### config.mk
export PLATFORM = sky130hd
export DESIGN_NAME = touch_tap_flick_classifier
export DESIGN_NICKNAME = d
export VERILOG_FILES = /design/src/rtl/ttfc_pkg.sv /design/src/rtl/touch_tap_flick_classifier.sv
export SDC_FILE = /design/constraint.sdc
export NUM_CORES = 2
export LEC_CHECK = 0
export BUFFER_PORTS_ARGS = -buffer_cell sky130_fd_sc_hd__buf_2
export CAP_MARGIN = 20
export CORE_ASPECT_RATIO = 1.75
export CORE_MARGIN = 4
export CORE_UTILIZATION = 45
export CTS_BUF_LIST = sky130_fd_sc_hd__clkbuf_4 sky130_fd_sc_hd__clkbuf_8 sky130_fd_sc_hd__clkbuf_16
export DETAILED_ROUTE_END_ITERATION = 8
export GPL_ROUTABILITY_DRIVEN = 0
export PLACE_DENSITY = 0.73
export SETUP_SLACK_MARGIN = 0.4
export SYNTH_ARGS = -nofsm -noshare
export SYNTH_HDL_FRONTEND = slang
export SYNTH_SLANG_ARGS = --single-unit
### constraint.sdc
create_clock -name aclk -period 18.3 [get_ports aclk]
set_input_delay 0 -clock aclk [delete_from_list [all_inputs] [get_ports aclk]]
set_output_delay 0 -clock aclk [all_outputs]
set_load 0.01 [all_outputs]
### src/rtl/ttfc_pkg.sv
// ttfc_pkg: shared constants, request codes and the result layout of the
// touch tap/flick classifier. No dependencies.
`default_nettype none

package ttfc_pkg;

    // geometry and history
    localparam int COORD_BITS         = 12;
    localparam int MOVE_HISTORY_DEPTH = 4;
    localparam int MOVE_W             = COORD_BITS + 1;
    localparam int SUM_W              = MOVE_W + $clog2(MOVE_HISTORY_DEPTH);
    localparam int HOLD_W             = 16;

    // configuration port
    localparam int CFG_W     = 8;
    localparam int CFG_IDX_W = 2;

    localparam logic [CFG_W-1:0] STABLE_DIST_RST = 8'd4;
    localparam logic [CFG_W-1:0] FLICK_DIST_RST  = 8'd20;
    localparam logic [CFG_W-1:0] TAP_WIN_RST     = 8'd10;

    typedef enum logic [CFG_IDX_W-1:0] {
        CFG_STABLE_DIST = 2'd0,
        CFG_FLICK_DIST  = 2'd1,
        CFG_TAP_WINDOW  = 2'd2
    } cfg_idx_t;

    // request kinds carried on s_tuser
    localparam int REQ_W = 2;

    typedef enum logic [REQ_W-1:0] {
        REQ_DOWN = 2'd0,
        REQ_UP   = 2'd1,
        REQ_MOVE = 2'd2,
        REQ_TICK = 2'd3
    } req_t;

    // result item, touched_down in bit 0
    typedef struct packed {
        logic        [HOLD_W-1:0] press_frames;
        logic signed [SUM_W-1:0]  flick_y;
        logic signed [SUM_W-1:0]  flick_x;
        logic signed [MOVE_W-1:0] move_y;
        logic signed [MOVE_W-1:0] move_x;
        logic                     active;
        logic                     pressed;
        logic                     flicked;
        logic                     tapped;
        logic                     moved;
        logic                     touched_up;
        logic                     touched_down;
    } res_t;

    localparam int RES_W     = $bits(res_t);
    localparam int M_TDATA_W = ((RES_W + 7) / 8) * 8;
    localparam int S_TDATA_W = ((2 * COORD_BITS + 7) / 8) * 8;
    localparam int S_TUSER_W = REQ_W;

endpackage

`default_nettype wire

### src/rtl/touch_tap_flick_classifier.sv
// touch_tap_flick_classifier: one-finger tap/flick gesture classifier.
// A frame tick is taken into the input register and then into the result register,
// which raises m_tvalid; down/up/move items give no result.
// Throughput: one item per cycle; the only stall is a full result register
// that the sink does not take while a frame tick waits in the input register.
// Reset (aresetn low, synchronous): all state, pending flags and histories
// clear; thresholds return to 4, 20 and 10. Depends on ttfc_pkg.
`default_nettype none

module touch_tap_flick_classifier (
    input  wire logic                           aclk,
    input  wire logic                           aresetn,
    // input items
    input  wire logic                           s_tvalid,
    output logic                                s_tready,
    // [11:0] x_pos, [23:12] y_pos
    input  wire logic [ttfc_pkg::S_TDATA_W-1:0] s_tdata,
    // [1:0] req_type
    input  wire logic [ttfc_pkg::S_TUSER_W-1:0] s_tuser,
    // result items
    output logic                                m_tvalid,
    input  wire logic                           m_tready,
    // [0] touched_down, [1] touched_up, [2] moved, [3] tapped, [4] flicked,
    // [5] pressed, [6] active, [19:7] move_x, [32:20] move_y,
    // [47:33] flick_x, [62:48] flick_y, [78:63] press_frames, [79] zero
    output logic [ttfc_pkg::M_TDATA_W-1:0]      m_tdata,
    // configuration writes
    input  wire logic                           cfg_valid,
    output logic                                cfg_ready,
    input  wire logic [ttfc_pkg::CFG_IDX_W-1:0] cfg_index,
    input  wire logic [ttfc_pkg::CFG_W-1:0]     cfg_data
);
    import ttfc_pkg::*;

    // configuration registers
    logic [CFG_W-1:0] stable_dist_reg, flick_dist_reg, tap_win_reg;

    // input register
    logic                  in_vld_reg;
    req_t                  in_req_reg;
    logic [COORD_BITS-1:0] in_x_reg, in_y_reg;

    // result register
    logic out_vld_reg;
    res_t res_reg, res_next;

    // gesture state
    logic                  pend_down_reg, pend_up_reg, pend_moved_reg, pend_down_up_reg;
    logic [COORD_BITS-1:0] pend_x_reg, pend_y_reg;
    logic                  held_reg, stable_reg;
    logic [CFG_W-1:0]      tap_timer_reg;
    logic [HOLD_W-1:0]     hold_count_reg;
    logic [COORD_BITS-1:0] prev_x_reg, prev_y_reg, start_x_reg, start_y_reg;
    logic signed [MOVE_W-1:0] hist_x_reg [MOVE_HISTORY_DEPTH];
    logic signed [MOVE_W-1:0] hist_y_reg [MOVE_HISTORY_DEPTH];
    logic signed [SUM_W-1:0]  sum_x_reg, sum_y_reg;

    // frame tick next values
    logic                  held_next, stable_next;
    logic [CFG_W-1:0]      tap_timer_next;
    logic [HOLD_W-1:0]     hold_count_next;
    logic [COORD_BITS-1:0] prev_x_next, prev_y_next, start_x_next, start_y_next;
    logic signed [MOVE_W-1:0] hist_x_next [MOVE_HISTORY_DEPTH];
    logic signed [MOVE_W-1:0] hist_y_next [MOVE_HISTORY_DEPTH];
    logic signed [SUM_W-1:0]  sum_x_next, sum_y_next;

    logic advance, in_is_tick;

    // handshakes
    assign in_is_tick = (in_req_reg == REQ_TICK);
    assign advance    = in_vld_reg && (!in_is_tick || !out_vld_reg || m_tready);
    assign s_tready   = !in_vld_reg || advance;
    assign m_tvalid   = out_vld_reg;
    assign m_tdata    = M_TDATA_W'(res_reg);
    assign cfg_ready  = 1'b1;

    // frame tick evaluation
    always_comb begin
        logic                     down_eff, mv, tap, flk, fl_hit;
        logic                     held_a, stable_a;
        logic [CFG_W-1:0]         timer_a;
        logic [COORD_BITS-1:0]    prev_ax, prev_ay, start_ax, start_ay;
        logic signed [MOVE_W-1:0] mx, my, dx, dy;
        logic signed [2*MOVE_W-1:0] dx_sq, dy_sq;
        logic [2*MOVE_W:0]        dist_sq;
        logic signed [SUM_W-1:0]  sx, sy;
        logic signed [2*SUM_W-1:0] sx_sq, sy_sq;
        logic [2*SUM_W:0]         flick_sq;
        logic [2*CFG_W-1:0]       stable_lim_sq, flick_lim_sq;

        // apply a pending touch down
        down_eff = pend_down_reg || pend_down_up_reg;
        held_a   = down_eff ? 1'b1 : held_reg;
        stable_a = down_eff ? 1'b1 : stable_reg;
        timer_a  = down_eff ? tap_win_reg : tap_timer_reg;
        hold_count_next = down_eff ? '0 : hold_count_reg;
        start_ax = down_eff ? pend_x_reg : start_x_reg;
        start_ay = down_eff ? pend_y_reg : start_y_reg;
        prev_ax  = down_eff ? pend_x_reg : prev_x_reg;
        prev_ay  = down_eff ? pend_y_reg : prev_y_reg;

        // move delta and distance from start
        mv = pend_moved_reg && ((pend_x_reg != prev_ax) || (pend_y_reg != prev_ay));
        mx = mv ? (signed'({1'b0, pend_x_reg}) - signed'({1'b0, prev_ax})) : '0;
        my = mv ? (signed'({1'b0, pend_y_reg}) - signed'({1'b0, prev_ay})) : '0;
        dx = signed'({1'b0, pend_x_reg}) - signed'({1'b0, start_ax});
        dy = signed'({1'b0, pend_y_reg}) - signed'({1'b0, start_ay});
        dx_sq = (2*MOVE_W)'(dx) * (2*MOVE_W)'(dx);
        dy_sq = (2*MOVE_W)'(dy) * (2*MOVE_W)'(dy);
        dist_sq = {1'b0, unsigned'(dx_sq)} + {1'b0, unsigned'(dy_sq)};
        stable_lim_sq = (2*CFG_W)'(stable_dist_reg) * (2*CFG_W)'(stable_dist_reg);
        stable_next = stable_a;
        if (mv && (dist_sq >= (2*MOVE_W+1)'(stable_lim_sq))) begin
            stable_next = 1'b0;
        end
        prev_x_next  = mv ? pend_x_reg : prev_ax;
        prev_y_next  = mv ? pend_y_reg : prev_ay;
        start_x_next = start_ax;
        start_y_next = start_ay;

        // history shift with running sums
        sx = sum_x_reg - SUM_W'(hist_x_reg[MOVE_HISTORY_DEPTH-1]) + SUM_W'(mx);
        sy = sum_y_reg - SUM_W'(hist_y_reg[MOVE_HISTORY_DEPTH-1]) + SUM_W'(my);
        for (int i = MOVE_HISTORY_DEPTH - 1; i > 0; i--) begin
            hist_x_next[i] = hist_x_reg[i-1];
            hist_y_next[i] = hist_y_reg[i-1];
        end
        hist_x_next[0] = mx;
        hist_y_next[0] = my;
        sum_x_next = sx;
        sum_y_next = sy;

        // flick length check on the summed history
        sx_sq = (2*SUM_W)'(sx) * (2*SUM_W)'(sx);
        sy_sq = (2*SUM_W)'(sy) * (2*SUM_W)'(sy);
        flick_sq = {1'b0, unsigned'(sx_sq)} + {1'b0, unsigned'(sy_sq)};
        flick_lim_sq = (2*CFG_W)'(flick_dist_reg) * (2*CFG_W)'(flick_dist_reg);
        fl_hit = flick_sq > (2*SUM_W+1)'(flick_lim_sq);

        // release classification
        tap = 1'b0;
        flk = 1'b0;
        held_next = held_a;
        tap_timer_next = timer_a;
        if (pend_up_reg) begin
            held_next = 1'b0;
            tap = (timer_a != '0) && stable_next;
            flk = !tap && fl_hit;
            tap_timer_next = '0;
            hold_count_next = '0;
            for (int i = 0; i < MOVE_HISTORY_DEPTH; i++) begin
                hist_x_next[i] = '0;
                hist_y_next[i] = '0;
            end
            sum_x_next = '0;
            sum_y_next = '0;
        end

        // held frame counting
        if (held_next) begin
            if (tap_timer_next != '0) begin
                tap_timer_next = tap_timer_next - 1'b1;
            end
            if (hold_count_next != '1) begin
                hold_count_next = hold_count_next + 1'b1;
            end
        end

        // result item
        res_next.touched_down = down_eff;
        res_next.touched_up   = pend_up_reg;
        res_next.moved        = mv;
        res_next.tapped       = tap;
        res_next.flicked      = flk;
        res_next.pressed      = held_next;
        res_next.active       = held_reg || pend_down_up_reg || held_next;
        res_next.move_x       = mx;
        res_next.move_y       = my;
        res_next.flick_x      = flk ? sx : '0;
        res_next.flick_y      = flk ? sy : '0;
        res_next.press_frames = hold_count_next;
    end

    // configuration registers
    always_ff @(posedge aclk) begin
        if (!aresetn) begin
            stable_dist_reg <= STABLE_DIST_RST;
            flick_dist_reg  <= FLICK_DIST_RST;
            tap_win_reg     <= TAP_WIN_RST;
        end else if (cfg_valid && cfg_ready) begin
            unique case (cfg_index)
                CFG_STABLE_DIST: stable_dist_reg <= cfg_data;
                CFG_FLICK_DIST:  flick_dist_reg  <= cfg_data;
                CFG_TAP_WINDOW:  tap_win_reg     <= cfg_data;
                default: ;
            endcase
        end
    end

    // input register
    always_ff @(posedge aclk) begin
        if (!aresetn) begin
            in_vld_reg <= 1'b0;
        end else if (s_tready) begin
            in_vld_reg <= s_tvalid;
        end
        if (s_tvalid && s_tready) begin
            in_req_reg <= req_t'(s_tuser[REQ_W-1:0]);
            in_x_reg   <= s_tdata[COORD_BITS-1:0];
            in_y_reg   <= s_tdata[2*COORD_BITS-1:COORD_BITS];
        end
    end

    // result register
    always_ff @(posedge aclk) begin
        if (!aresetn) begin
            out_vld_reg <= 1'b0;
        end else if (advance && in_is_tick) begin
            out_vld_reg <= 1'b1;
        end else if (m_tready) begin
            out_vld_reg <= 1'b0;
        end
        if (advance && in_is_tick) begin
            res_reg <= res_next;
        end
    end

    // pending events and gesture state
    always_ff @(posedge aclk) begin
        if (!aresetn) begin
            pend_down_reg    <= 1'b0;
            pend_up_reg      <= 1'b0;
            pend_moved_reg   <= 1'b0;
            pend_down_up_reg <= 1'b0;
            pend_x_reg       <= '0;
            pend_y_reg       <= '0;
            held_reg         <= 1'b0;
            stable_reg       <= 1'b0;
            tap_timer_reg    <= '0;
            hold_count_reg   <= '0;
            prev_x_reg       <= '0;
            prev_y_reg       <= '0;
            start_x_reg      <= '0;
            start_y_reg      <= '0;
            sum_x_reg        <= '0;
            sum_y_reg        <= '0;
            for (int i = 0; i < MOVE_HISTORY_DEPTH; i++) begin
                hist_x_reg[i] <= '0;
                hist_y_reg[i] <= '0;
            end
        end else if (advance) begin
            unique case (in_req_reg)
                REQ_DOWN: begin
                    pend_down_reg <= 1'b1;
                    pend_up_reg   <= 1'b0;
                    pend_x_reg    <= in_x_reg;
                    pend_y_reg    <= in_y_reg;
                end
                REQ_UP: begin
                    pend_up_reg    <= 1'b1;
                    pend_moved_reg <= 1'b1;
                    pend_x_reg     <= in_x_reg;
                    pend_y_reg     <= in_y_reg;
                    if (pend_down_reg) begin
                        pend_down_reg    <= 1'b0;
                        pend_down_up_reg <= 1'b1;
                    end
                end
                REQ_MOVE: begin
                    pend_moved_reg <= 1'b1;
                    pend_x_reg     <= in_x_reg;
                    pend_y_reg     <= in_y_reg;
                end
                REQ_TICK: begin
                    pend_down_reg    <= 1'b0;
                    pend_up_reg      <= 1'b0;
                    pend_moved_reg   <= 1'b0;
                    pend_down_up_reg <= 1'b0;
                    pend_x_reg       <= '0;
                    pend_y_reg       <= '0;
                    held_reg         <= held_next;
                    stable_reg       <= stable_next;
                    tap_timer_reg    <= tap_timer_next;
                    hold_count_reg   <= hold_count_next;
                    prev_x_reg       <= prev_x_next;
                    prev_y_reg       <= prev_y_next;
                    start_x_reg      <= start_x_next;
                    start_y_reg      <= start_y_next;
                    sum_x_reg        <= sum_x_next;
                    sum_y_reg        <= sum_y_next;
                    for (int i = 0; i < MOVE_HISTORY_DEPTH; i++) begin
                        hist_x_reg[i] <= hist_x_next[i];
                        hist_y_reg[i] <= hist_y_next[i];
                    end
                end
                default: ;
            endcase
        end
    end

    // a release is either a tap or a flick, never both
    a_tap_flick_excl: assert property (@(posedge aclk) disable iff (!aresetn)
        m_tvalid |-> !(res_reg.tapped && res_reg.flicked))
        else $error("tap and flick reported together");

    // tap or flick only on a release, and a release leaves the finger up
    a_release_class: assert property (@(posedge aclk) disable iff (!aresetn)
        (m_tvalid && (res_reg.tapped || res_reg.flicked || res_reg.touched_up))
        |-> (res_reg.touched_up && !res_reg.pressed))
        else $error("classification without release");

    // with no finger held the counters stay cleared
    a_idle_counters: assert property (@(posedge aclk) disable iff (!aresetn)
        !held_reg |-> (hold_count_reg == '0 && tap_timer_reg == '0))
        else $error("counters running while not held");

    // a result waiting for the sink holds still
    a_result_hold: assert property (@(posedge aclk) disable iff (!aresetn)
        (m_tvalid && !m_tready) |=> (m_tvalid && $stable(res_reg)))
        else $error("stalled result changed");

endmodule

`default_nettype wire
Yosys cells after proc, flatten, opt, wreduce, memory -nomap -nowiden:

Memory sizes are Yosys's and may differ from the RTL's.
Index checks and enable logic that the tools add are counted.

* add/sub/neg operators: 12
* multiply operators: 6
* $lt $le $gt $ge: 2
* eq/ne operators: 9
* muxes and demuxes: 47
* bitwise gates (word level): 8
* reductions and logical operators: 39

Operators by type and width (count)
* $mux 13: 10
* $mux 52: 2
* $mux 12: 6
* $mux 16: 4
* $mul 15x15->30: 2
* $mul 13x13->26: 2
* $sub 12x12->13: 4
* $pmux 12 s2: 2
* $mul 8x8->16: 2
* $mux 8: 4
* $add 30x30->31: 1
* $gt 31x16->1: 1
* $add 15x13->15: 2
* $mux 15: 2
* $sub 15x13->15: 2
* $add 26x26->27: 1
* $ge 27x16->1: 1
* $ne 12x12->1: 2
* $add 16x1->16 const B: 1
* $ne 16x16->1 const B: 1
* $reduce_bool 8->1: 2
* $reduce_and 2->1: 7
* $mux 1: 13
* $reduce_bool 2->1: 5
* other kinds (13): 44

* bits in registers: 263
* memory bits (writable): 104
* input port bits: 41
* output and inout port bits: 83
* word-level logic and storage cells: 161
* memories: 2

Memories
* hist_x_reg: depth 4, width 13, read ports 4, clocked after memory_dff 0, write ports 4, RTL line touch_tap_flick_classifier.sv:54 `logic signed [MOVE_W-1:0] hist_x_reg [MOVE_HISTORY_DEPTH];`
* hist_y_reg: depth 4, width 13, read ports 4, clocked after memory_dff 0, write ports 4, RTL line touch_tap_flick_classifier.sv:55 `logic signed [MOVE_W-1:0] hist_y_reg [MOVE_HISTORY_DEPTH];`

Longest topological paths before layout:

* depth in word-level cells: 12
* gate-level depth with buffers: 67

Worst setup path before layout:

No wires, ideal clock.

* path kind: reg2reg
* from: reg pend_down_up_reg
* to: reg res_reg (netlist bit m_tdata[37]) (data pin)
* library setup time: 282 ps
* arrival: 13540 ps
* required time: 18018 ps
* path slack: 4478 ps
* cell stages (with the launch flop): 63
* path buffers: 9
* clock period less this slack: 13822 ps
* cells stage by stage: dfxtp_1 > buf_6 > nor2_8 > clkbuf_1 > buf_1 > buf_1 > buf_1 > a21oi_1 > ha_1 > nand2_1 > nor2_1 > o21ai_0 > o41ai_1 > clkinv_1 > clkbuf_1 > nand2_1 > fa_1 > inv_1 > [... 27 more ...] > o311ai_1 > a31oi_1 > nor2b_1 > o21a_1 > o41a_1 > xor2_1 > ha_1 > clkbuf_1 > nor2_1 > nor2_1 > o221ai_1 > or3_1 > nor4b_1 > and4_1 > nand4_1 > nor4_4 > buf_4 > nor3_1

* longest elaborated chain between the ends: 12

Ends and longest elaborated chain
* start, declared: RTL line touch_tap_flick_classifier.sv:48 `logic pend_down_reg, pend_up_reg, pend_moved_reg, pend_down_up_reg;`
* start signal, assigned: RTL line touch_tap_flick_classifier.sv:234 `pend_down_up_reg <= 1'b0;`
* start signal, assigned: RTL line touch_tap_flick_classifier.sv:266 `pend_down_up_reg <= 1'b1;`
* start signal, assigned: RTL line touch_tap_flick_classifier.sv:278 `pend_down_up_reg <= 1'b0;`
* $logic_or 1x1->1 *: RTL line touch_tap_flick_classifier.sv:92 `down_eff = pend_down_reg || pend_down_up_reg;`
* parallel branches: the longest is 11 deep, another holds $add 30x30->31
* end signal, assigned: RTL line touch_tap_flick_classifier.sv:224 `res_reg <= res_next;`
* end, declared: RTL line touch_tap_flick_classifier.sv:45 `res_t res_reg, res_next;`

Mark *: on every way between the ends.
A chain may end at the register's enable or synchronous reset.

Worst setup path after layout:

* from: reg pend_down_up_reg
* to: reg res_reg (netlist bit m_tdata[52]) (data pin)

Same word-level chain as after synthesis.

==> impl_metrics.py <==
metrics = {
    "run_status": {
        "status": "complete, no violations",
    },
    "finish": {
        "fillers": 10250,
        "finalNetCount": 6958,
        "syn_to_final_growth_pct": 8.471,
        "antenna_cells": 0,
        "fin_util": 0.4915,
        "largest_reg_flops": 79,
        "final_layout_size_suffix_gt1_frac": 0.05639,
    },
    "global_routing": {
        "antenna_found_initial": 3,
        "grt_util_all_layers": 0.2301,
        "grt_max_degree": 97,
        "grt_remaining_overflow": 0,
        "grt_util_met2": 0.4371,
        "grt_pass1_wl_mm": 218.5,
        "busiest_layer": "met2",
        "use_met3": 0.02751,
        "use_met1": 0.2348,
        "grt_pass1_vias": 42000,
    },
    "sta": {
        "timing.final.max_slew_violations": 0,
        "worst_slew_pin_slew_ps": 1088,
        "hold_ws_ps": 100.2,
        "hold_viol": 0,
        "max_freq_ghz": 0.06033,
        "finalCritPeriodShare": 0.9058,
        "relSlewSlack": 0.2710,
        "setup_tns_ps": 0,
        "rsz0062_at_grt": "no",
        "min_period_ps": 16580,
        "setup_viol": 0,
        "clock_skew_ps": 24.98,
    },
    "setup_path": {
        "critical_path.most_common_cell": "fa_1",
        "slowest_stage": "nor4_4",
        "rrSetupSlack_ps": 1720,
        "max_stage_delay_ps": 890,
        "crit_family": "adder cells",
        "cp.required_ps": 18610,
        "startpoint_type": "flop",
        "worst-path-buf-inv": 9,
        "path_max_fanout": 36,
        "end_kind": "flop",
        "arrival_ps": 16890,
        "crit_type": "reg -> reg",
    },
    "clock_tree": {
        "cts_buffers": 39,
        "cts_setup_buffers": 0,
        "cts_resized": 0,
        "clkLatencyLatePin_ps": 610,
        "root_buffer": "clkbuf_16",
        "clkSinkCount": 367,
        "clk_path_buf_depth": 3,
        "clk_pin_slew_worst_paths_ps": 60,
        "h-tree-depth": 2,
        "cts_tree": "done",
        "hold_buffers": 41,
    },
    "floorplan": {
        "std_cell_rows": 163,
        "die_h_microns": 453.8,
        "fp.coreArea_sq_um": 112800,
        "die_w_microns": 262.7,
        "initial_utilization": 0.4531,
        "dieArea_sq_um": 119200,
        "boundaryPins": 124,
    },
    "yosys": {
        "syn_inst": 5511,
        "ys.flop_type": "edfxtp_1",
        "synth.yosys.seq_area_share": 0.1847,
        "avgSynthCellArea_sq_um": 9.273,
        "ys_ff_latch": 367,
        "yosysUniqueCellTypes": 84,
        "ys_warn_count": 0,
        "synth_area_sq_um": 51100,
        "async_flop_share": 0,
        "syn-num-nets": 6843,
        "synth_edf_count": 209,
    },
    "hold_path": {
        "worstHoldPathType": "in -> reg",
    },
    "flow_run": {
        "cap_violations": 0,
    },
    "detailed_routing": {
        "routed_wl_mm": 136.9,
        "drcViolationCount": 0,
        "drtIter0Drc": 2508,
        "antenna_left": 0,
        "viasPerCell": 5.452,
        "firstDrtPassIters": 8,
        "vias": 38940,
        "routedWlPerCell_microns": 19.16,
    },
    "placement": {
        "port_buffers": 121,
        "hpwlAfterDp_mm": 111.6,
    },
}
-- worst reg2reg max path, delay by kind of cell (launching register included) --
family,cells,cell delay [ps]
AOI/OAI and AO/OA,17,4070
xor gates and xnor gates,2,660
adders and majority gates,11,4660
buffers and inverters,9,2360
DFF,1,430
and+or+nand+nor,16,4120
-- per-stage QoR --
step                      setup WS (ps)  cell area, sq um  instances
after detailed placement           2004             53530       7028
final                              1723             55430       7142
after global placement             2369             53530       7028
after global routing              888.2             55430       7142
after floorplan                    4478             51100       5511
after CTS                          1959             55400       7141
-- routing by layer --
layer / up-vias / part of all wire
met2: 1384 / 0.53
li1: 17770 / -
met3: 569 / 0.050
met4: 2 / 0.082
met5: - / 0.000073
met1: 19210 / 0.33
-- final cells by class --
| class | instances | area, sq um | area share |
|---|---|---|---|
| multi-input combinational | 3877 | 36950 | 0.6666 |
| sequential | 367 | 9439 | 0.1703 |
| inverter | 1112 | 4182 | 0.07544 |
| tap | 1485 | 1858 | 0.03352 |
| timing repair buffer | 229 | 1541 | 0.02781 |
| clock buffer | 50 | 1071 | 0.01932 |
| clock inverter | 22 | 390.4 | 0.007042 |
-- layout by cell type (no fill, tap or decap), types with 27 or more instances in the layout --
cell	instances
a21o_1	79
mux2i_1	43
a22oi_1	27
xor2_1	81
clkinv_1	29
nand2_1	505
a21oi_1	213
dfxtp_1	158
nor2_1	418
ha_1	523
nor3_1	82
a31oi_1	30
fa_1	768
nand3_1	54
buf_2	120
inv_1	1078
o21ai_0	126
a21boi_0	45
o21bai_1	31
o22ai_1	36
edfxtp_1	209
nand2b_1	41
xnor2_1	190
o211a_1	28
dlygate4sd3_1	41
buf_4	67
nor2b_1	83
and2_1	180
clkbuf_16	39
-- cells by family (layout without fill, tap and decap cells) --
kind of cell | after synthesis | count (layout) | synth area share
muxes | 53 | 53 | 0.01063
adders and majority gates | 1291 | 1291 | 0.4289
DFF | 367 | 367 | 0.1847
and+or+nand+nor | 1478 | 1478 | 0.1337
xor gates and xnor gates | 280 | 280 | 0.04843
buffers and inverters | 1267 | 1413 | 0.09394
other | 2 | 2 | 0.0001470
AOI/OAI and AO/OA | 773 | 773 | 0.09953
-- Yosys cell counts, types with 83 or more instances --
cell	count	share of area
fa_1	768	0.30
clkbuf_1	121	0.0089
a21oi_1	213	0.021
xnor2_1	194	0.033
nor2b_1	83	0.010
ha_1	523	0.13
nand2_1	505	0.037
o21ai_0	126	0.012
nor2_1	419	0.031
dfxtp_1	158	0.062
edfxtp_1	209	0.12
inv_1	1079	0.079
and2_1	180	0.022
xor2_1	83	0.014
-- final timing paths --
path                    startpoint              to  depth (start not counted)
hold reg to reg     start_y_reg[0]  start_y_reg[0]                          2
setup reg to reg  pend_down_up_reg     m_tdata[52]                         55
hold / removal         s_tdata[22]    in_y_reg[10]                          2
setup / recovery  pend_down_up_reg     m_tdata[52]                         55
Power is left out: the tool's default activity adds up to more than one toggle a clock period on the data nets, which glitch-free logic cannot reach.
